==> config.mk <==
export PLATFORM = sky130hd
export DESIGN_NAME = eul_queue
export DESIGN_NICKNAME = d
export VERILOG_FILES = /design/src/eul_queue.sv
export SDC_FILE = /design/constraint.sdc
export NUM_CORES = 1
export LEC_CHECK = 0
export BUFFER_PORTS_ARGS = -buffer_cell sky130_fd_sc_hd__buf_2
export CORE_MARGIN = 2
export CORE_UTILIZATION = 50
export DETAILED_ROUTE_END_ITERATION = 10
export PLACE_DENSITY_LB_ADDON = 0.25
export SYNTH_ARGS = -nofsm -noshare
export SYNTH_HDL_FRONTEND = slang
export SYNTH_SLANG_ARGS = --single-unit
==> constraint.sdc <==
create_clock -name clock -period 16.13 [get_ports clock]
set_clock_uncertainty 0.05 [all_clocks]
set_input_delay 0.8065 -clock clock [delete_from_list [all_inputs] [get_ports clock]]
set_output_delay 0.8065 -clock clock [all_outputs]
set_load 0.01 [all_outputs]
==> src/eul_queue.sv <==
// ----------------------------------------------------------------------------
// Euler vector rotation queue
// Short queue that decouples the front end from the rotation pipeline.
// ----------------------------------------------------------------------------
module eul_queue #(
   parameter int QW = 200
) (
   input  logic          clock,
   input  logic          reset,
   input  logic          push_vld,
   output logic          push_rdy,
   input  logic [QW-1:0] push_data,
   output logic          pop_vld,
   input  logic          pop_rdy,
   output logic [QW-1:0] pop_data
);

   localparam int DEPTH = 4;
   localparam int AW = $clog2(DEPTH);

   logic [QW-1:0] mem_ff [0:DEPTH-1];
   logic [AW-1:0] wr_ff;
   logic [AW-1:0] rd_ff;
   logic [AW:0]   cnt_ff;
   logic          push;
   logic          pop;

   assign push_rdy = (cnt_ff != (AW+1)'(DEPTH));
   assign pop_vld = (cnt_ff != '0);
   assign push = push_vld && push_rdy;
   assign pop = pop_vld && pop_rdy;
   assign pop_data = mem_ff[rd_ff];

   always_ff @(posedge clock) begin
      if (push) begin
         mem_ff[wr_ff] <= push_data;
      end
   end

   always_ff @(posedge clock) begin
      if (reset) begin
         wr_ff <= '0;
         rd_ff <= '0;
         cnt_ff <= '0;
      end else begin
         if (push) begin
            wr_ff <= wr_ff + 1'b1;
         end
         if (pop) begin
            rd_ff <= rd_ff + 1'b1;
         end
         if (push && !pop) begin
            cnt_ff <= cnt_ff + 1'b1;
         end else if (pop && !push) begin
            cnt_ff <= cnt_ff - 1'b1;
         end
      end
   end

endmodule

**Yosys cells after proc, flatten, opt, wreduce, memory -nomap -nowiden**

Memories as Yosys holds them, arrays and structs flattened. A register that Yosys moved wholly into a read port is not among the register bits.
Index checks and enable logic that the tools add are counted.

- Bits in registers: 7
- Bits in latches: 0
- Bits in writable memories: 800
- Memory bits (read-only): 0
- Input bits: 204
- Output and inout bits: 202
- Logic and storage cells: 23
- Memories kept: 1

- $add $sub $neg: 4
- Multiply operators: 0
- Divide/modulo/power cells: 0
- Order comparisons: 0
- Equality and inequality tests: 1
- Shift-type cells: 0
- Multiplexer cells: 6
- Bitwise logic cells: 0
- Reductions and logical operators: 8

Memory list:

| memory | depth | width | read ports | clocked after Yosys merged registers in | wr ports | line | text |
|---|---|---|---|---|---|---|---|
| mem_ff | 4 | 200 | 1 | 1 | 1 | 21 | `logic [QW-1:0] mem_ff [0:DEPTH-1];` |

Operators by type and width:

| cell | count |
|---|---|
| $mux W3 | 2 |
| $add A2 B1 Y2 const B | 2 |
| $logic_and A1 B1 Y1 | 4 |
| $mux W2 | 2 |
| $add A3 B1 Y3 const B | 1 |
| $ne A3 B3 Y1 const B | 1 |
| $reduce_bool A3 Y1 | 1 |
| $sub A3 B1 Y3 const B | 1 |
| $logic_not A1 Y1 | 2 |
| $mux W1 | 2 |
| $reduce_bool A2 Y1 | 1 |

**Logic depth before layout (Yosys ltp)**

Gate-level depths: netlist (run 1).

- Word-level depth: 6
- Mapped depth: 8
- Mapped depth without buffers: 8

**Least setup slack after synthesis (run 1)**

No wires, ideal clock.

- Kind: input -> register
- From: input push_vld
- To: memory mem_ff[0][0] (enable)
- Data arrival time: 5.670 ns
- Required time: 15.495 ns
- Setup slack: 9.825 ns
- Cell stages on the path: 2
- Path buffers: 0
- Cell sequence: a21boi_2 > and2_1

- Word-level cells in the longest chain between the ends: 3

Ends and longest elaborated chain:

| element | line | text |
|---|---|---|
| start, declared | 10 | `input logic push_vld,` |
| $logic_and A1 B1 Y1 | 30 | `assign push = push_vld && push_rdy;` |
| $mux W1 | 35 | `if (push) begin` |
| $mux W1 (implied by the code) | 36 | `mem_ff[wr_ff] <= push_data;` |
| end, declared | 21 |  |

No other way between the ends.

==> flow_summary.toml, run 1 <==
[outcome]
status = "complete, no violations"

[clock_network]
root_buffer = "clkbuf_16"
cts_resized = 0
clock_sinks = 809
insertion_delay_ns = 0.61
htreeDepth = 3
cts_setup_buffers = 0
path_clk_slew_ns = 0.06
cts_max_path_buffers = 3
cts_tree = "yes"
hold_buffers = 0
cts_buffers = 81

[worst_setup_path]
crit_buf_inv = 3
ff2ff_setup_slack_ns = 12.56
slowest_delay_ns = 0.87
path_delay_family = "buffers and inverters"
path_depth = 4
rr_worst_depth = 5
end_kind = "output port"
critical_path_class = "reg2out"
arrival_ns = 4.07
timing.rr.end = "mem_ff[1][85]$_DFFE_PP_"
critPathRequiredTime_ns = 15.27
cp_slowest_cell = "dfxtp_4"
start_kind = "register"
cp_cell_sequence = "buf_4 -> buf_4 -> mux4_2 -> buf_2"
crit_top_cell = "buf_4"
cp-endpoint = "pop_data[106]"
r2r-start = "cnt_ff[0]$_SDFFE_PP0P_"
crit_path_max_fanout = 45

[finish]
final_common_cell = "edfxtp_1"
layout_common_cells = "800 x edfxtp_1, 405 x buf_2, 200 x mux4_2"
final_nets = 1764
fin_area_um2 = 34600
synthToLayoutAreaGrowth_pct = 18.0
drive_gt1_frac = 0.460
fillers = 4171
instances_no_fill = 2389

[global_routing]
grt_max_degree = 64
grt_usage = 0.184
antenna_found_initial = 16
grt_pass1_vias = 13700
overflow = 0
grt_pass1_wl_um = 82700

[place]
place_area_um2 = 32100
port_buffers = 405
place.gp.congestion = 0.744
dp_hpwl_um = 33600
placedCellCount = 2236

[floorplanning]
die_area_um2 = 60700
die_w_um = 246
ios = 406
start_util = 0.507
placementRows = 88
die_y_um = 246
core-area_um2 = 57900

[synthesis]
ys_ff_latch = 809
syn_nets = 1302
synth_warnings = 0
synth.distinct_cells = 22
synthCells = 1092
yosysSeqAreaShare = 0.825
netlist_area_um2 = 29300
synth.avg_cell_area_um2 = 26.9

[route]
viasPerCell = 5.46
wl_per_cell_um = 23.3
dr_total_vias = 13100
wl_um = 55700
drt_first_pass_iters = 5
drc = 0
drtAntennaViolNets = 0
first_iter_violations = 747

[sta]
drv_slew = 0
finalCritPeriodShare = 0.305
rsz0062_at_grt = "no"
slew_headroom = 0.353
setup_tns_ns = 0
setup_viol = 0
hold_ws_ns = 0.359
period_needed_ns = 4.93
finalHoldViolations = 0
tightest_slew_ns = 0.971
fmax_mhz = 203

[run]
cap_violations = 0

[pwr]
ir_drop_v = 0.000116
finalPower_mw = 5.59
total_leakage_power_nw = 11.5
powerDensity_nw_per_um2 = 162

[hold_path]
hp-start = "push_data[32]"
hp-class = "in2reg"
## sequential cells by signal, summed over array words and instances (netlist names), named ones only
| name | cells |
|---|---|
| wr_ff | 2 |
| cnt_ff | 3 |
| mem_ff | 800 |
| rd_ff | 2 |
## cells in the mapped netlist (all sizes together)
| master | number | share of area |
|---|---|---|
| xor2 | 4 | 0.0012 |
| mux2 | 1 | 0.00038 |
| inv | 3 | 0.00038 |
| nor2 | 8 | 0.0010 |
| nand2b | 2 | 0.00043 |
| and2 | 4 | 0.00085 |
| buf | 42 | 0.012 |
| o31ai | 1 | 0.00026 |
| dfxtp | 9 | 0.0061 |
| or3 | 2 | 0.00043 |
| a21oi | 1 | 0.00017 |
| nand2 | 1 | 0.00013 |
| a21boi | 1 | 0.00038 |
| ha | 5 | 0.0021 |
| o311ai | 1 | 0.00030 |
| mux2i | 2 | 0.00068 |
| mux4 | 200 | 0.15 |
| fa | 1 | 0.00068 |
| o21ai | 1 | 0.00017 |
| clkbuf | 3 | 0.00038 |
| edfxtp | 800 | 0.82 |
## worst min path at each step
stage,cells after the start,to,slack [ns]
2_1_floorplan,2,wr_ff[1]$_SDFFE_PP0P_,0.43
3_3_place_gp,2,wr_ff[1]$_SDFFE_PP0P_,0.45
3_5_place_dp,2,register,0.46
4_1_cts,1,mem_ff[3][180]$_DFFE_PP_,0.31
5_1_grt,1,mem_ff[3][135]$_DFFE_PP_,0.33
6_report,1,mem_ff[3][32]$_DFFE_PP_,0.36
## per-layer routing
| metal | part of all wire | global-route usage | up-vias | wire, um |
|---|---|---|---|---|
| met5 | 0.0018 | 0 | - | 101 |
| met4 | 0.021 | 0.0597 | 18 | 1160 |
| met3 | 0.087 | 0.0580 | 90 | 4860 |
| met2 | 0.50 | 0.293 | 380 | 28000 |
| met1 | 0.39 | 0.243 | 6876 | 21600 |
| li1 | - | - | 5686 | - |
## cells by family (layout without fill, tap and decap cells)
| kind of cell | after synthesis | count (layout) | share of synthesized area |
|---|---|---|---|
| AO/OA/AOI/OAI | 5 | 5 | 0.00128 |
| XOR/XNOR | 4 | 4 | 0.00119 |
| adder cells (fa/ha/maj) | 6 | 6 | 0.00281 |
| buffers and inverters | 48 | 572 | 0.0126 |
| flip-flops | 809 | 809 | 0.825 |
| multiplexers | 203 | 203 | 0.155 |
| other | 0 | 8 | 0 |
| AND/OR/NAND/NOR | 17 | 17 | 0.00286 |
## final cells by class
type / instances / area (um2) / share of cell area
multi-input cells: 235 / 4780 / 0.138
clock inverters: 47 / 335 / 0.00969
well taps: 765 / 957 / 0.0276
repair buffers: 424 / 2170 / 0.0627
diodes: 8 / 20.0 / 0.000578
flip-flops and latches: 809 / 24200 / 0.699
inverters: 3 / 11.3 / 0.000325
clock buffers: 98 / 2130 / 0.0616
## power breakdown
| part | internal (mW) | switching, mW | total (mW) |
|---|---|---|---|
| clock | 1.00 | 0.740 | 1.74 |
| sequential | 2.55 | 0.0773 | 2.63 |
| combinational | 0.573 | 0.646 | 1.22 |
| total | 4.13 | 1.46 | 5.59 |
## per-stage QoR
stage	worst slack (ns)	utilization
floorplan	9.82	-
global placement	11.65	0.555
global route	10.75	0.598
CTS	10.98	0.597
detailed placement	11.65	0.555
finish	11.20	0.598
No activity file was read; power rests on OpenSTA's default activity.
==> run 2, diff against run 1 <==
==> constraint.sdc (replaced) <==
create_clock -name clock -period 4.3 [get_ports clock]
set_clock_uncertainty 0.05 [all_clocks]
set_input_delay 0.215 -clock clock [delete_from_list [all_inputs] [get_ports clock]]
set_output_delay 0.215 -clock clock [all_outputs]
set_load 0.01 [all_outputs]
==> flow_summary.toml, run 2 (same netlist as run 1, synthesis figures left out) <==
[global_routing]
grt_pass1_vias = 14600
grt_usage = 0.197
grt_max_degree = 55
antenna_found_initial = 8
overflow = 0
grt_pass1_wl_um = 88300

[clock_network]
cts_resized = 0
path_clk_slew_ns = 0.06
clock_sinks = 809
cts_max_path_buffers = 3
cts_tree = "yes"
root_buffer = "clkbuf_16"
htreeDepth = 3
cts_buffers = 80
insertion_delay_ns = 0.61

[pwr]
internal_power_mw = 16.1
clockPowerShare = 0.317
powerDensity_nw_per_um2 = 584
total_leakage_power_nw = 12.6
p_seq_frac = 0.455
swShare = 0.260
power_frac_comb = 0.228
finalPower_mw = 21.7
ir_drop_v = 0.000430
p_switching_mw = 5.65

[place]
dp_hpwl_um = 36100
port_buffers = 405
place.gp.congestion = 0.769
place_area_um2 = 32500
placedCellCount = 2256

[route]
first_iter_violations = 779
wl_um = 59600
drc = 0
drt_first_pass_iters = 4
dr_total_vias = 14000
drtAntennaViolNets = 0
viasPerCell = 5.36
wl_per_cell_um = 22.8

[finish]
layout_common_cells = "800 x edfxtp_1, 405 x buf_2, 202 x dlygate4sd3_1"
final_nets = 1985
instances_no_fill = 2612
top_register = "mem_ff"
largest_register_ffs = 800
drive_gt1_frac = 0.417
fin_area_um2 = 37200
reg_top3 = "mem_ff: 800 flops, cnt_ff: 3 flops"
synthToLayoutAreaGrowth_pct = 26.7
final_common_cell = "edfxtp_1"

[run]
cap_violations = 0

[sta]
setup_viol = 0
drv_slew = 0
finalHoldViolations = 0
slew_headroom = 0.371
rsz0062_at_grt = "no"
period_needed_ns = 2.95
setup_tns_ns = 0
finalCritPeriodShare = 0.686
fmax_mhz = 339
tightest_slew_ns = 0.943

[floorplanning]
die_w_um = 246
core-area_um2 = 57900
ios = 406
die_area_um2 = 60700
placementRows = 88
die_y_um = 246
start_util = 0.507

[hold_path]
hp-class = "in2reg"

[worst_setup_path]
arrival_ns = 2.68
critical_path_class = "reg2out"
end_kind = "output port"
crit_path_max_fanout = 35
critPathRequiredTime_ns = 4.03
start_kind = "register"

[outcome]
status = "complete, no violations"
==> run 2: cell count changes in the layout (fill, tap and decap cells not counted), sizes merged <==
cell / delta
clkinv: -2
diode: +1
clkbuf: -4
buf: +20
clkinvlp: +1
bufinv: +5
dlygate4sd3: +202
==> run 2: layer usage <==
layer / track usage / share of wire
met1: 0.264 / 0.40
met4: 0.0608 / 0.024
met5: 0 / 0.00045
met2: 0.319 / 0.50
met3: 0.0534 / 0.071
==> run 2: metrics by stage <==
step	util	setup WS (ns)	hold slack, ns
2_1_floorplan	-	0.541	0.264
3_3_place_gp	0.562	1.76	0.377
3_5_place_dp	0.562	1.70	0.381
4_1_cts	0.642	1.23	0.00273
5_1_grt	0.642	1.13	0.0229
6_report	0.642	1.35	0.0471
==> run 2: power groups by stage <==
stage,registers (mW),clock network (mW),logic (mW)
floorplan,9.92,0,3.18
CTS,9.90,7.03,5.07
global placement,10.0,0,4.88
detailed placement,10.1,0,4.89
finish,9.88,6.89,4.96
global route,9.96,7.33,5.31
==> run 2: worst paths after layout <==
kind | slack [ns] | to | start | cells after the start
max | 1.35 | pop_data[189] | register | 3
min | 0.05 | wr_ff[1]$_SDFFE_PP0P_ | push_vld | 3
max reg2reg | 1.75 | mem_ff[2][102]$_DFFE_PP_ | cnt_ff[0]$_SDFFE_PP0P_ | 4
min reg2reg | 0.48 | register | rd_ff[1]$_SDFFE_PP0P_ | 2
==> run 2: layout make-up <==
cell class | instances | area [um2]
Timing Repair Buffer | 646 | 4580
Clock inverter | 51 | 483
Antenna cell | 9 | 22.5
Clock buffer | 94 | 2140
Multi-Input combinational cell | 235 | 4780
Inverter | 3 | 11.3
Sequential cell | 809 | 24200
Tap cell | 765 | 957
Fill cell | 3912 | 20700
==> run 2: repair_timing <==
item / 4_1_cts / 5_1_grt
buffers inserted: 0 / 0
hold buffers: 202 / 0
hold endpoints to repair: 809 / 0
==> run 2: critical path, cell delays in order (launching register included) <==
cell     delay [ns]
dfxtp_4        0.90
buf_12         0.36
mux4_2         0.56
buf_2          0.17
==> run 3, diff against run 2 <==
==> constraint.sdc (replaced) <==
create_clock -name clock -period 2.95 [get_ports clock]
set_clock_uncertainty 0.05 [all_clocks]
set_input_delay 0.1475 -clock clock [delete_from_list [all_inputs] [get_ports clock]]
set_output_delay 0.1475 -clock clock [all_outputs]
set_load 0.01 [all_outputs]
==> flow_summary.toml, run 3 (same netlist as run 1, synthesis figures left out) <==
[pwr]
ir_drop_v = 0.000619
total_leakage_power_nw = 12.7
powerDensity_nw_per_um2 = 845

[worst_setup_path]
cp_cell_sequence = "buf_4 -> mux4_2 -> buf_2"
start_kind = "register"
crit_path_max_fanout = 18
r2r-start = "cnt_ff[0]$_SDFFE_PP0P_"
cp_slowest_cell = "dfxtp_4"
path_depth = 3
timing.rr.end = "cnt_ff[2]$_SDFFE_PP0P_"
rr_worst_depth = 8
end_kind = "output port"
critPathRequiredTime_ns = 2.75
arrival_ns = 2.43
slowest_delay_ns = 0.64
critical_path_class = "reg2out"
path_delay_family = "flip-flops"
crit_buf_inv = 2
ff2ff_setup_slack_ns = 0.56

[finish]
layout_common_cells = "800 x edfxtp_1, 405 x buf_2, 203 x dlygate4sd3_1"
instances_no_fill = 2622
final_nets = 2002
fillers = 3840
synthToLayoutAreaGrowth_pct = 27.3
reg_top3 = "mem_ff: 800 flops, cnt_ff: 3 flops"
final_util = 0.645
final_common_cell = "edfxtp_1"
largest_register_ffs = 800
drive_gt1_frac = 0.421
top_register = "mem_ff"

[place]
place.gp.congestion = 0.749
dp_hpwl_um = 37200
placedCellCount = 2271
port_buffers = 405
post-place-ws_ns = 0.621

[clock_network]
root_buffer = "clkbuf_16"
cts_max_path_buffers = 3
clock_sinks = 809
htreeDepth = 3
insertion_delay_ns = 0.60
cts_buffers = 81
cts_tree = "yes"
cts_setup_buffers = 0
path_clk_slew_ns = 0.06

[global_routing]
grt_pass1_vias = 15100
antenna_found_initial = 5
grt_pass1_wl_um = 92100
grt_usage = 0.205
grt_max_degree = 69
overflow = 0

[floorplanning]
die_y_um = 246
placementRows = 88
core-area_um2 = 57900
die_area_um2 = 60700
ios = 406
die_w_um = 246
start_util = 0.507

[sta]
slew_headroom = 0.549
tightest_slew_ns = 0.676
setup_slack_ns = 0.327
finalCritPeriodShare = 0.889
setup_viol = 0
finalHoldViolations = 0
period_needed_ns = 2.62
fmax_mhz = 381
rsz0062_at_grt = "no"
drv_slew = 0

[hold_path]
hp-start = "push_data[10]"
min_to = "mem_ff[2][10]$_DFFE_PP_"
hold_path_depth = 2
hp-class = "in2reg"

[route]
wl_um = 61400
drc = 0
wl_per_cell_um = 23.4
drt_first_pass_iters = 4
drtAntennaViolNets = 0
dr_total_vias = 14100
viasPerCell = 5.40
first_iter_violations = 908

[run]
cap_violations = 0

[outcome]
status = "complete, no violations"
[run 3: cell count changes in the layout (fill, tap and decap cells not counted), sizes merged, moves of 2 or more]
cell	previous run	this run
buf	444	459
clkbuf	94	102
clkinv	38	35
bufinv	9	6
diode	9	2
clkinvlp	2	0
[run 3: cell type report]
class / count / area (um2) / area share
antenna: 2 / 5.00 / 0.000134
clock buffer: 102 / 2150 / 0.0575
clock inverter: 44 / 407 / 0.0109
inverter: 3 / 11.3 / 0.000301
multi-input combinational: 235 / 4780 / 0.128
sequential: 809 / 24200 / 0.648
tap: 765 / 957 / 0.0256
timing repair buffer: 662 / 4830 / 0.129
[run 3: repair_timing]
action	4_1_cts	5_1_grt
endpoints found under the hold margin	809	0
hold buffers	203	0
gates resized for setup	0	0
[run 3: worst reg2reg max path: stages, from the launching register on]
cell	delay, ns
dfxtp_1	0.45
nor2_1	0.11
a21boi_2	0.38
ha_1	0.26
inv_1	0.06
fa_1	0.37
xor2_1	0.17
or3_1	0.32
a21oi_1	0.15
[run 3: metrics by stage]
step / TNS [ns] / power, mW / hold slack [ns] / cell area, um2
finish: 0 / 31.6 / 0.234 / 37400
global route: 0 / 32.9 / 0.221 / 37300
CTS: 0 / 32.0 / 0.180 / 37300
detailed placement: 0 / 21.9 / 0.312 / 32800
global placement: 0 / 21.8 / 0.308 / 32800
floorplan: -647.50 / 19.1 / 0.196 / 29400
[run 3: worst max path at each step]
stage	start	endpoint	slack (ns)
floorplan	cnt_ff[0]$_SDFFE_PP0P_	mem_ff[0][0]$_DFFE_PP_	-0.81
global placement	cnt_ff[0]$_SDFFE_PP0P_	cnt_ff[2]$_SDFFE_PP0P_	0.71
detailed placement	cnt_ff[0]$_SDFFE_PP0P_	cnt_ff[2]$_SDFFE_PP0P_	0.62
CTS	register	pop_data[21]	0.21
global route	register	pop_data[186]	0.15
finish	register	pop_data[186]	0.33
[run 3: power breakdown]
part / leakage (nW) / internal, mW / switching, mW / total (mW)
clock: 1.26 / 5.71 / 4.12 / 9.83
sequential: 7.41 / 13.9 / 0.391 / 14.3
combinational: 4.01 / 3.60 / 3.82 / 7.42
[run 3: per-layer routing]
metal | vias to the layer above | track usage | share of wire
met5 | - | 0 | 0.00093
met4 | 8 | 0.0542 | 0.023
met3 | 95 | 0.0562 | 0.070
met2 | 452 | 0.347 | 0.52
met1 | 7425 | 0.264 | 0.39
li1 | 6169 | - | -
