### src/eul_pkg.sv
// ----------------------------------------------------------------------------
// Euler vector rotation package
// Shared constants and the CORDIC arctangent table.
// ----------------------------------------------------------------------------
package eul_pkg;

   localparam int PHASE_W = 32;
   localparam int CORDIC_W = 34;
   localparam int MAX_STEPS = 32;
   localparam logic signed [CORDIC_W-1:0] CORDIC_GAIN = 34'sd652032874;

   typedef enum logic [1:0] {
      OP_ZYX_FWD = 2'd0,
      OP_XYZ_FWD = 2'd1,
      OP_XYZ_NEG = 2'd2,
      OP_ZYX_NEG = 2'd3
   } opcode_type;

   function automatic logic [PHASE_W-1:0] atan_entry(input logic [4:0] idx);
      logic [PHASE_W-1:0] v;
      unique case (idx)
         5'd0: v = 32'd536870912;
         5'd1: v = 32'd316933406;
         5'd2: v = 32'd167458907;
         5'd3: v = 32'd85004756;
         5'd4: v = 32'd42667331;
         5'd5: v = 32'd21354465;
         5'd6: v = 32'd10679838;
         5'd7: v = 32'd5340245;
         5'd8: v = 32'd2670163;
         5'd9: v = 32'd1335087;
         5'd10: v = 32'd667544;
         5'd11: v = 32'd333772;
         5'd12: v = 32'd166886;
         5'd13: v = 32'd83443;
         5'd14: v = 32'd41722;
         5'd15: v = 32'd20861;
         5'd16: v = 32'd10430;
         5'd17: v = 32'd5215;
         5'd18: v = 32'd2608;
         5'd19: v = 32'd1304;
         5'd20: v = 32'd652;
         5'd21: v = 32'd326;
         5'd22: v = 32'd163;
         5'd23: v = 32'd81;
         5'd24: v = 32'd41;
         5'd25: v = 32'd20;
         5'd26: v = 32'd10;
         5'd27: v = 32'd5;
         5'd28: v = 32'd3;
         5'd29: v = 32'd1;
         5'd30: v = 32'd1;
         default: v = 32'd0;
      endcase
      return v;
   endfunction

endpackage

### src/eul_front.sv
// ----------------------------------------------------------------------------
// Euler vector rotation front end
// Accepts a transaction, decodes the opcode and folds each angle into a phase.
// ----------------------------------------------------------------------------
module eul_front #(
   parameter int COORD_WIDTH = 32,
   parameter int ANGLE_WIDTH = 16,
   parameter int IN_W = 152,
   parameter int QW = 4 + 3 * eul_pkg::PHASE_W + 3 * COORD_WIDTH
) (
   input  logic            clock,
   input  logic            reset,
   input  logic            req_tvalid,
   output logic            req_tready,
   input  logic [IN_W-1:0] req_tdata,
   input  logic [1:0]      req_tuser,
   output logic            f_vld,
   output logic [QW-1:0]   f_data,
   input  logic            f_rdy
);

   localparam int PW = eul_pkg::PHASE_W;
   localparam int CW = COORD_WIDTH;
   localparam int AW = ANGLE_WIDTH;

   logic          vld_ff;
   logic [QW-1:0] data_ff;
   logic [QW-1:0] data_in;
   logic          neg;
   logic          x_first;
   logic          take;

   function automatic logic [PW:0] fold(input logic [AW-1:0] ang, input logic negate);
      logic [PW-1:0] p;
      logic          flip;
      p = PW'(ang) << (PW - AW);
      if (negate) begin
         p = '0 - p;
      end
      flip = p[PW-1] ^ p[PW-2];
      p[PW-1] = p[PW-1] ^ flip;
      return {flip, p};
   endfunction

   assign neg = (req_tuser == eul_pkg::OP_XYZ_NEG) || (req_tuser == eul_pkg::OP_ZYX_NEG);
   assign x_first = (req_tuser == eul_pkg::OP_ZYX_FWD) || (req_tuser == eul_pkg::OP_ZYX_NEG);
   assign req_tready = !vld_ff || f_rdy;
   assign take = req_tvalid && req_tready;

   always_comb begin
      logic [PW:0] fx;
      logic [PW:0] fy;
      logic [PW:0] fz;
      fx = fold(req_tdata[3*CW +: AW], neg);
      fy = fold(req_tdata[3*CW+AW +: AW], neg);
      fz = fold(req_tdata[3*CW+2*AW +: AW], neg);
      data_in = {req_tdata[3*CW-1:0], fz[PW-1:0], fy[PW-1:0], fx[PW-1:0],
                 fz[PW], fy[PW], fx[PW], x_first};
   end

   always_ff @(posedge clock) begin
      if (reset) begin
         vld_ff <= 1'b0;
      end else if (req_tready) begin
         vld_ff <= req_tvalid;
      end
   end

   always_ff @(posedge clock) begin
      if (take) begin
         data_ff <= data_in;
      end
   end

   assign f_vld = vld_ff;
   assign f_data = data_ff;

endmodule

### config.mk
export PLATFORM = sky130hd
export DESIGN_NAME = eul_front
export DESIGN_NICKNAME = d
export VERILOG_FILES = /design/src/eul_pkg.sv /design/src/eul_front.sv
export SDC_FILE = /design/constraint.sdc
export NUM_CORES = 1
export LEC_CHECK = 0
export BUFFER_PORTS_ARGS = -buffer_cell sky130_fd_sc_hd__buf_2
export CELL_PAD_IN_SITES_DETAIL_PLACEMENT = 0
export CELL_PAD_IN_SITES_GLOBAL_PLACEMENT = 1
export CORE_AREA = 2 2 143 145
export CTS_BUF_LIST = sky130_fd_sc_hd__clkbuf_8
export CTS_CLUSTER_SIZE = 40
export DETAILED_ROUTE_END_ITERATION = 10
export DIE_AREA = 0 0 145 147
export PLACE_DENSITY = 0.82
export SYNTH_ARGS = -nofsm -noshare
export SYNTH_HDL_FRONTEND = slang
export SYNTH_SLANG_ARGS = --single-unit
### constraint.sdc
create_clock -name clock -period 4.34 [get_ports clock]
set_input_delay 0.217 -clock clock [delete_from_list [all_inputs] [get_ports clock]]
set_output_delay 0.217 -clock clock [all_outputs]
set_load 0.005 [all_outputs]
# After elaboration in Yosys (flattened, before gate mapping)
# Index checks and enable logic that the tools add are counted.
dict set report classes {
  n_addsub 3
  eq_ne 2
  muxes 3
  bitwise 6
  n_reduce_logical 6
}
# operator n
set op_table {}
lappend op_table {{$mux 32} 3}
lappend op_table {{$sub 1x32->32 const A} 3}
lappend op_table {{$xor 1x1->1} 6}
lappend op_table {{$eq 2x2->1 const B} 2}
lappend op_table {{$logic_or 1x1->1} 3}
lappend op_table {{$logic_not 2->1} 1}
lappend op_table {{$logic_and 1x1->1} 1}
lappend op_table {{$logic_not 1->1} 1}
dict set report word_totals {
  reg_bits 197
  inputBits 158
  out_inout_bits 198
  elab_cells 23
}

# Longest topological paths before layout
# Gate-level depths: netlist (run 1).
dict set report depth {
  word_depth 5
  ltp_mapped 7
}

# Worst setup path after synthesis (run 1)
# OpenSTA, ideal clock, no wires.
dict set report synth_path {
  path_kind {register to register}
  startpoint {register vld_ff, in the netlist f_vld}
  endpoint {register data_ff[0], in the netlist f_data[0] (enable)}
  arrival_time_ns 3.773
  required_time_ns 3.818
  path_slack_ns 0.045
  stages_incl_launch_ff 3
  synth_period_minus_slack_ns 4.295
  path_cell_list {dfxtp_1 nand2b_1 and2_1}
}
dict set report synth_between {
  elab_chain_len 3
}
# item line
set synth_lines {}
lappend synth_lines {{start: declaration} eul_front.sv:26} ;# logic vld_ff;
lappend synth_lines {{start signal: assignment} eul_front.sv:65} ;# vld_ff <= req_tvalid;
lappend synth_lines {{$logic_not 1->1} eul_front.sv:47} ;# assign req_tready = !vld_ff || f_rdy;
lappend synth_lines {{$logic_or 1x1->1} eul_front.sv:47}
lappend synth_lines {{net req_tready} eul_front.sv:14} ;# output logic req_tready,
lappend synth_lines {{$logic_and 1x1->1} eul_front.sv:48} ;# assign take = req_tvalid && req_tready;
lappend synth_lines {{net take} eul_front.sv:31} ;# logic take;
lappend synth_lines {{end signal: assignment} eul_front.sv:71} ;# data_ff <= data_in;
lappend synth_lines {{end: declaration} eul_front.sv:27} ;# logic [QW-1:0] data_ff;
# The timed path passes the listed nets, and every way through them passes these cells.
# A chain may end at the register's enable or synchronous reset.

# Worst setup path in the final report (run 1)
dict set report layout_path {
  startpoint {input req_tdata[112]}
  endpoint {register data_ff[2], in the netlist f_data[2], data pin}
}
dict set report layout_between {
  elab_chain_len 3
}
# item line
set layout_lines {}
lappend layout_lines {{start: declaration} eul_front.sv:15} ;# input logic [IN_W-1:0] req_tdata,
lappend layout_lines {{$sub 1x32->32} eul_front.sv:38} ;# p = '0 - p;
lappend layout_lines {{$mux 32} eul_front.sv:37} ;# if (negate) begin
lappend layout_lines {{net data_in[66]} eul_front.sv:28} ;# logic [QW-1:0] data_in;
lappend layout_lines {{$xor 1x1->1} eul_front.sv:40} ;# flip = p[PW-1] ^ p[PW-2];
lappend layout_lines {{net data_in[2]} eul_front.sv:28}
# The timed path passes the listed nets, and every way through them passes these cells.

==> metrics.yaml, run 1 <==
status: "completed"
postRouteWirelength_mm: 18.15
pin_count_of_the_biggest_net_entering_global_routing: 100
port_buffers: 299
final_max_slew_viol_count: 0
period_needed_ns: 2.149
unrepaired_setup_endpoints_after_global_routing: "no"
synthFlopType: "sky130_fd_sc_hd__edfxtp_1"
clock_path_buffers: 2
cts_buffers: 17
setup-tns-final_ns: 0
max_slew_margin: 0.5900
core_area_um2: 19840
critical_path_required_ns: 4.53
vdd_drop_max_uv: 150.1
synth_area_leaders: "sky130_fd_sc_hd__edfxtp_1 73%, sky130_fd_sc_hd__buf_4 6.4%, sky130_fd_sc_hd__xor2_1 3.2%"
drt-wirelength-per-cell_um: 16.87
ant_nets: 0
skew_ns: 0.01712
dr.first_iter.drc_count: 192
grt.total_usage: 0.1686
synth.yosys.warnings: 0
route.detailed.vias_per_inst: 4.266
die_w_um: 145
area.growth.synth_to_final_pct: 50.64
drt_first_pass_iters: 4
grt_first_pass_wirelength_mm: 26.92
syn_area_per_cell_um2: 15.86
cts_tree: "built"
finalSetupViolations: 0
placedCellCount: 940
cts-root-buf: "sky130_fd_sc_hd__clkbuf_8"
achievable-frequency_mhz: 465.3
critPathSlowestCell: "sky130_fd_sc_hd__dlygate4sd3_1"
grt-ovfl-total: 0
start_util: 0.3021
crit_family: "buffers and inverters"
floorplan.die.height_um: 147
synth_enable_flop_cells: 145
final-instance-count-excl-fill: 1076
yosysTopAreaCellShare: 0.7264
cp-start-kind: "input port"
grt_pass1_vias: 4776
worstPathBufferInverterCount: 3
multiInputGateArea_um2: 1360
final_min_period_over_clock_period: 0.4952
final_net_count: 952
place_hpwl_mm: 12.73
ff_latch_area_um2: 4374
post_cts_resize_count: 0
worst_slew_pin_slew_ns: 0.6150
path_clk_slew_ns: 0.09
path_cells: "dlygate4sd3_1 > buf_2 > inv_1 > ha_1 > nor2b_1 > nand3_1 > o311a_4 > xor3_1"
synth_async_sr_flop_share: 0
dr_total_vias: 4590
max_capacitance_violation_count: 0
globalplace.congestion: 0.8450
hold_viol_final: 0
worst_skew_pair.late_latency_ns: 0.44
post_cts_buffers: 0
critical_path.max_fanout: 4
fill_cells: 1767
critical_path_arrival_ns: 2.34
io-pin-count: 356
crit_type: "input port to register"
clkSinkCount: 146
synthDistinctLibCells: 43
power.density_cell_area_nw_per_um2: 356.3
placement_rows: 52
crit_path_end_kind: "register"
power.leakage_uw: 0.003821
critical-path-max-stage-delay_ns: 0.53
synth_sequential_area_ratio: 0.7297
netlist_area_um2: 5994
yosysTopAreaCell: "sky130_fd_sc_hd__edfxtp_1"
cts_hold_repair.buffers: 100
drc: 0
hold_class: "input port to register"
die_area_um2: 21320
synthesis.instances: 378
synth.ff_latch_count: 146
htreeDepth: 4
antenna_violations_before_repair: 7
layout-drive-gt1-share: 0.4289
kinds of logic (layout without fill, tap and decap cells):
| logic type | after synthesis | count (layout) | synth area share |
|---|---|---|---|
| flops | 146 | 146 | 0.7297 |
| other cells | 1 | 52 | 0.0006256 |
| simple gates | 74 | 74 | 0.07180 |
| buf+inv | 66 | 443 | 0.07368 |
| fa+ha+maj | 5 | 5 | 0.01044 |
| compound gates | 47 | 47 | 0.05176 |
| xor+xnor | 39 | 39 | 0.06199 |
synth_stat cells, drive strengths merged (2+ instances only):
master  number
nor4         4
a31oi        4
and2         3
a21oi       15
ha           5
o311a        2
xnor2       15
nor2        26
inv          9
clkbuf       4
nor3         9
nand3        4
o21a         3
xor3         2
or4          9
o21ai       11
o31ai        6
buf         53
nand2b       3
nand2        7
nor3b        2
a41o         2
or3          2
xor2        22
edfxtp     145
state kept, by name (all words and copies together), names as in the netlist:
signal / count
f_data: 145
f_vld: 1
metal layers:
metal / wire, um / up-vias / track usage / part of all wire
met3: 1883 / 40 / 0.06863 / 0.10
met2: 9537 / 266 / 0.3052 / 0.53
met4: 441 / 6 / 0.06832 / 0.024
li1: - / 2142 / - / -
met5: 34 / - / 0 / 0.0019
met1: 6250 / 2136 / 0.1737 / 0.34
worst paths after layout:
kind,from,to,slack (ns),cells past startpoint
setup / recovery,req_tdata[112],f_data[2],2.19,8
hold / removal,req_tdata[128],f_data[84],0.03,1
setup reg to reg,f_vld,f_data[93],2.38,3
hold reg to reg,f_vld,f_data[155],1.05,2
cell usage in the layout, fill, tap and decap left out, types with 2 or more instances in the layout:
| master | netlist | layout |
|---|---|---|
| sky130_fd_sc_hd__inv_8 | 0 | 2 |
| sky130_fd_sc_hd__nand2b_1 | 3 | 3 |
| sky130_fd_sc_hd__and2_1 | 3 | 2 |
| sky130_fd_sc_hd__edfxtp_1 | 145 | 145 |
| sky130_fd_sc_hd__a31oi_1 | 4 | 4 |
| sky130_fd_sc_hd__o21ai_0 | 6 | 6 |
| sky130_fd_sc_hd__or4_1 | 8 | 8 |
| sky130_fd_sc_hd__dlygate4sd3_1 | 0 | 100 |
| sky130_fd_sc_hd__o21ai_1 | 5 | 5 |
| sky130_fd_sc_hd__conb_1 | 1 | 48 |
| sky130_fd_sc_hd__clkinvlp_4 | 0 | 4 |
| sky130_fd_sc_hd__or3_1 | 2 | 2 |
| sky130_fd_sc_hd__clkinv_4 | 0 | 2 |
| sky130_fd_sc_hd__xor2_1 | 22 | 22 |
| sky130_fd_sc_hd__nor2_1 | 26 | 25 |
| sky130_fd_sc_hd__a41o_1 | 2 | 2 |
| sky130_fd_sc_hd__inv_1 | 9 | 10 |
| sky130_fd_sc_hd__diode_2 | 0 | 4 |
| sky130_fd_sc_hd__nand2_1 | 6 | 6 |
| sky130_fd_sc_hd__o21a_1 | 3 | 3 |
| sky130_fd_sc_hd__xnor2_1 | 15 | 15 |
| sky130_fd_sc_hd__buf_4 | 51 | 2 |
| sky130_fd_sc_hd__ha_1 | 5 | 5 |
| sky130_fd_sc_hd__nor4_2 | 3 | 3 |
| sky130_fd_sc_hd__clkbuf_8 | 0 | 17 |
| sky130_fd_sc_hd__xor3_1 | 2 | 2 |
| sky130_fd_sc_hd__o31ai_1 | 6 | 6 |
| sky130_fd_sc_hd__buf_2 | 2 | 299 |
| sky130_fd_sc_hd__a21oi_1 | 15 | 15 |
| sky130_fd_sc_hd__nand3_1 | 4 | 4 |
| sky130_fd_sc_hd__inv_6 | 0 | 5 |
| sky130_fd_sc_hd__nor3_1 | 9 | 9 |
final cells by class:
| class | count | share of cell area |
|---|---|---|
| Sequential cell | 146 | 0.4844 |
| Timing Repair Buffer | 402 | 0.2804 |
| Multi-Input combinational cell | 213 | 0.1506 |
| Tap cell | 270 | 0.03741 |
| Clock buffer | 17 | 0.02591 |
| Clock inverter | 15 | 0.01635 |
| Inverter | 9 | 0.003741 |
| Antenna cell | 4 | 0.001108 |
per-stage QoR:
step	hold WS [ns]	area (um2)	power (uW)	util	setup WS, ns
2_1_floorplan	0.2861	6171	1918	-	0.04451
3_3_place_gp	0.3737	7637	2090	0.3849	2.040
3_5_place_dp	0.3743	7637	2099	0.3849	2.020
4_1_cts	0.002155	9020	3235	0.4545	2.219
5_1_grt	-0.0003663	9027	3355	0.4549	2.078
6_report	0.03224	9030	3217	0.4550	2.191
power breakdown:
| part | internal (uW) | total [uW] | switching [uW] |
|---|---|---|---|
| sequential | 1670 | 1700 | 27.3 |
| clock | 470 | 1070 | 600 |
| combinational | 225 | 446 | 221 |
| total | 2370 | 3220 | 848 |
No activity file was read; power rests on OpenSTA's default activity.
==> run 2, diff against run 1 <==
- clock period: 4.34 -> 1.9 ns (I/O delays scaled with it)
==> run 2 against run 1 <==
Against the previous run: worst hold slack improved by 0.013 ns; critical path depth decreased by 3; non-clock buffer count is 53 higher; register-to-register slack worse by 1.9 ns; wire length grew 4.9%; total power grew 130%; sequential share of layout area shrank 2.8 points; core utilization is 2.8 points higher; via count increased by 5.5%; highest routed layer unchanged.
==> metrics.yaml, run 2 (synthesis results as in run 1) <==
htreeDepth: 4
port_buffers: 299
dp_slack_ns: -0.02497
layout.cells.most_common: "sky130_fd_sc_hd__buf_2"
area.growth.synth_to_final_pct: 59.78
crit_path_end_kind: "register"
crit_type: "input port to register"
path_clk_slew_ns: 0.09
final_net_count: 1005
core_area_um2: 19840
power.density_cell_area_nw_per_um2: 773.4
largest_register_ff_count: 145
grt.total_usage: 0.1727
clock_path_buffers: 2
dr.first_iter.drc_count: 234
grt-ovfl-total: 0
final_cell_mix: "299 x sky130_fd_sc_hd__buf_2, 145 x sky130_fd_sc_hd__edfxtp_1, 136 x sky130_fd_sc_hd__dlygate4sd3_1, 48 x sky130_fd_sc_hd__conb_1, 25 x sky130_fd_sc_hd__nor2_1"
clkSinkCount: 146
final_min_period_over_clock_period: 0.9700
drc: 0
status: "completed"
critical_path_required_ns: 2.09
dr_total_vias: 4844
die_w_um: 145
hold_class: "input port to register"
pin_count_of_the_biggest_net_entering_global_routing: 42
place_hpwl_mm: 13.48
final_max_slew_viol_count: 0
cts-root-buf: "sky130_fd_sc_hd__clkbuf_8"
vdd_drop_max_uv: 360.9
postRouteWirelength_mm: 19.03
route.detailed.vias_per_inst: 4.283
core_utilization_of_the_finished_layout: 0.4827
globalplace.congestion: 0.8571
antenna_violations_before_repair: 7
max_capacitance_violation_count: 0
drt-wirelength-per-cell_um: 16.82
p_total_uw: 7408
grt_pass1_vias: 5030
hold_viol_final: 0
cp-start-kind: "input port"
critical_path.max_fanout: 3
final-instance-count-excl-fill: 1131
cts_tree: "built"
io-pin-count: 356
layout-drive-gt1-share: 0.4274
power.leakage_uw: 0.004064
achievable-frequency_mhz: 542.6
floorplan.die.height_um: 147
finalSetupViolations: 0
critical_path_arrival_ns: 2.03
ant_nets: 0
placedCellCount: 957
post-route-worst-setup-slack_ns: 0.05706
die_area_um2: 21320
placement_rows: 52
worst_skew_pair.late_latency_ns: 0.45
skew_ns: 0.01807
cts_buffers: 17
unrepaired_setup_endpoints_after_global_routing: "no"
period_needed_ns: 1.843
grt_first_pass_wirelength_mm: 27.61
drt_first_pass_iters: 4
start_util: 0.3021
run 2: changes by cell type in the layout (fill, tap and decap cells not counted), sizes merged:
cell	previous run	this run
buf	302	319
diode	4	7
dlygate4sd3	100	136
inv	17	16
run 2: routing by layer:
| metal | part of all wire | GRT usage | wire [um] | vias up |
|---|---|---|---|---|
| met1 | 0.34 | 0.1761 | 6510 | 2282 |
| met5 | 0.00068 | 0 | 13 | - |
| met3 | 0.094 | 0.05776 | 1796 | 39 |
| met4 | 0.023 | 0.06634 | 433 | 2 |
| li1 | - | - | - | 2244 |
| met2 | 0.54 | 0.3260 | 10270 | 277 |
run 2: critical path, cell delays in order:
cell and delay, ns:
sky130_fd_sc_hd__dlygate4sd3_1 0.53, sky130_fd_sc_hd__buf_2 0.14, sky130_fd_sc_hd__or4_4 0.54, sky130_fd_sc_hd__o311a_4 0.39, sky130_fd_sc_hd__xor3_1 0.34
run 2: worst paths after layout:
| path | start | to | slack [ns] | depth (start not counted) |
|---|---|---|---|---|
| worst min-delay path | req_tdata[111] | f_data[1] | 0.04 | 2 |
| worst max-delay path | req_tdata[124] | f_data[2] | 0.06 | 5 |
| worst min register to register | f_vld | f_data[129] | 0.86 | 2 |
| worst max register to register | f_vld | f_data[57] | 0.46 | 3 |
run 2: power by group:
group | total (uW) | internal [uW] | leakage, uW | switching, uW
registers | 3890 | 3820 | 0.00141 | 62.6
clock network | 2400 | 1070 | 0.000180 | 1330
logic | 1130 | 590 | 0.00247 | 536
run 2: through the flow:
stage	setup TNS (ns)	cell area [um2]	hold WS, ns
2_1_floorplan	-2.229	6175	0.1567
5_1_grt	0	9573	0.02096
3_5_place_dp	-0.02497	7791	0.2447
4_1_cts	0	9530	0.006689
6_report	0	9578	0.04485
3_3_place_gp	-0.01914	7791	0.2426
run 2: area by class of cell:
cell class / instances / area, um2
Antenna cell: 7 / 17.52
Clock buffer: 17 / 234.0
Clock inverter: 14 / 143.9
Fill cell: 1709 / 10270
Inverter: 9 / 33.78
Multi-Input combinational cell: 213 / 1390
Sequential cell: 146 / 4375
Tap cell: 270 / 337.8
Timing Repair Buffer: 455 / 3045
run 2: repair_timing:
item | in CTS | in global routing
hold endpoints to repair | 135 | 0
setup buffers | 0 | 0
setup endpoints to repair | 0 | 3
resized for setup | 0 | 5
hold buffers | 136 | 0
==> run 3, diff against run 2 <==
- CORE_AREA: 2 2 143 145 -> 2 2 139 141
- DIE_AREA: 0 0 145 147 -> 0 0 141 143
- GPL_ROUTABILITY_DRIVEN: not set -> 0
- PLACE_DENSITY: 0.82 -> 0.83
- clock period: 1.9 -> 2.3 ns (I/O delays scaled with it)
==> run 3 against run 2 <==
Against the previous run: setup slack gained 0.13 ns; sequential power shrank 17%; die area shrank 5.4%; combinational power shrank 21%; worst hold slack lost 0.015 ns; non-clock buffer count shrank 18; sequential share of layout area grew 1.2 points; clock skew shrank 0.0048 ns; cell count shrank 4.7%.
==> metrics.yaml, run 3 (synthesis results as in run 1) <==
status: "completed"
path_clk_slew_ns: 0.09
critical_path_required_ns: 2.50
worstPathBufferInverterCount: 2
layout-drive-gt1-share: 0.4194
critical-path-max-stage-delay_ns: 0.52
p_total_uw: 6090
finalSetupViolations: 0
grt_pass1_vias: 4732
final_net_count: 987
period_needed_ns: 2.116
grt-ovfl-total: 0
cp-start-kind: "input port"
largest_register_ff_count: 145
drt_first_pass_iters: 4
vdd_drop_max_uv: 298.3
clkSinkCount: 146
cts_buffers: 17
ff_latch_area_um2: 4374
cts_tree: "built"
route.detailed.vias_per_inst: 4.436
top_layer_used: "met5"
post_cts_buffers: 0
route.met3.wl_mm: 1.557
skew_ns: 0.01329
die_area_um2: 20160
die_w_um: 141
layout.cells.most_common: "sky130_fd_sc_hd__buf_2"
path_cells: "dlygate4sd3_1 > buf_2 > ha_1 > or2_1 > and3_4 > a32o_1 > or4_1"
achievable-frequency_mhz: 472.5
area.growth.synth_to_final_pct: 55.75
unrepaired_setup_endpoints_after_global_routing: "no"
hold_wc_startpoint: "req_tdata[138]"
core_area_um2: 18580
post_cts_resize_count: 0
io-pin-count: 356
final_min_period_over_clock_period: 0.9201
final-instance-count-excl-fill: 1078
reg2reg_depth: 3
hold_viol_final: 0
drc: 0
max_capacitance_violation_count: 0
cts-root-buf: "sky130_fd_sc_hd__clkbuf_8"
drt-wirelength-per-cell_um: 17.44
ff2ff_setup_slack_ns: 0.87
whs_endpoint: "f_data[94]"
power.leakage_uw: 0.003975
placed_area_um2: 7657
crit-reg2reg-launch: "f_vld"
pin_count_of_the_biggest_net_entering_global_routing: 78
power.density_cell_area_nw_per_um2: 652.3
antenna_violations_before_repair: 7
hold_class: "input port to register"
crit-reg2reg-capture: "f_data[88]"
worst_skew_pair.late_latency_ns: 0.46
multiInputGateArea_um2: 1360
final_max_slew_viol_count: 0
wl_met2_mm: 10.24
dr_total_vias: 4782
ant_nets: 0
crit_type: "input port to register"
critical_path_arrival_ns: 2.32
final_area_um2: 9336
postRouteWirelength_mm: 18.80
start_util: 0.3226
htreeDepth: 4
dr.first_iter.drc_count: 194
final_cell_mix: "299 x sky130_fd_sc_hd__buf_2, 145 x sky130_fd_sc_hd__edfxtp_1, 128 x sky130_fd_sc_hd__dlygate4sd3_1, 48 x sky130_fd_sc_hd__conb_1, 25 x sky130_fd_sc_hd__nor2_1"
fill_cells: 1575
worstHoldPathCells: 2
floorplan.die.height_um: 143
grt_first_pass_wirelength_mm: 26.31
placedCellCount: 911
clock_path_buffers: 2
critical_path.max_fanout: 9
crit_family: "simple AND/OR/NAND/NOR gates"
port_buffers: 299
grt.total_usage: 0.1798
setup-tns-final_ns: 0
place_hpwl_mm: 13.05
route.layer.met1.wl_mm: 6.358
core_utilization_of_the_finished_layout: 0.5025
crit_path_end_kind: "register"
critPathSlowestCell: "sky130_fd_sc_hd__dlygate4sd3_1"
placement_rows: 50
[run 3: cell count changes in the layout (fill, tap and decap cells not counted), sizes merged]
cell / previous run / this run
clkinvlp: 4 / 5
buf: 319 / 309
inv: 16 / 18
clkinv: 2 / 0
dlygate4sd3: 136 / 128
[run 3: timing repair]
| item | in CTS | in global routing |
|---|---|---|
| endpoints found under the setup margin | 0 | 0 |
| hold buffers | 128 | 0 |
| endpoints found under the hold margin | 127 | 0 |
[run 3: power breakdown]
group / internal [uW] / total [uW] / switching [uW]
Clock: 884 / 1990 / 1100
Combinational: 464 / 890 / 426
Sequential: 3160 / 3210 / 54.7
Total: 4510 / 6090 / 1580
[run 3: worst max path at each step]
stage | start | endpoint | cells past startpoint
3_5_place_dp | req_tuser[0] | f_data[3] | 7
5_1_grt | req_tuser[1] | f_data[3] | 7
6_report | req_tuser[1] | f_data[3] | 7
3_3_place_gp | req_tuser[0] | f_data[3] | 7
2_1_floorplan | f_vld | f_data[0] | 2
4_1_cts | req_tuser[1] | f_data[3] | 7
[run 3: layer usage]
| metal | up-vias | track usage |
|---|---|---|
| met5 | - | 0 |
| met4 | 2 | 0.08684 |
| met3 | 49 | 0.06137 |
| met2 | 262 | 0.3361 |
| met1 | 2255 | 0.1781 |
| li1 | 2214 | - |
[run 3: layout make-up]
class,count,area share
Sequential cell,146,0.4685
Timing Repair Buffer,437,0.3082
Multi-Input combinational cell,213,0.1457
Tap cell,234,0.03136
Clock buffer,17,0.02506
Clock inverter,15,0.01568
Inverter,9,0.003618
Antenna cell,7,0.001876
[run 3: through the flow]
step | worst slack, ns | hold WS, ns
4_1_cts | 0.2200 | 0.002605
3_3_place_gp | 0.2368 | 0.2701
6_report | 0.1838 | 0.02970
5_1_grt | 0.1830 | 0.007837
3_5_place_dp | 0.2297 | 0.2764
2_1_floorplan | 0.3813 | 0.1841
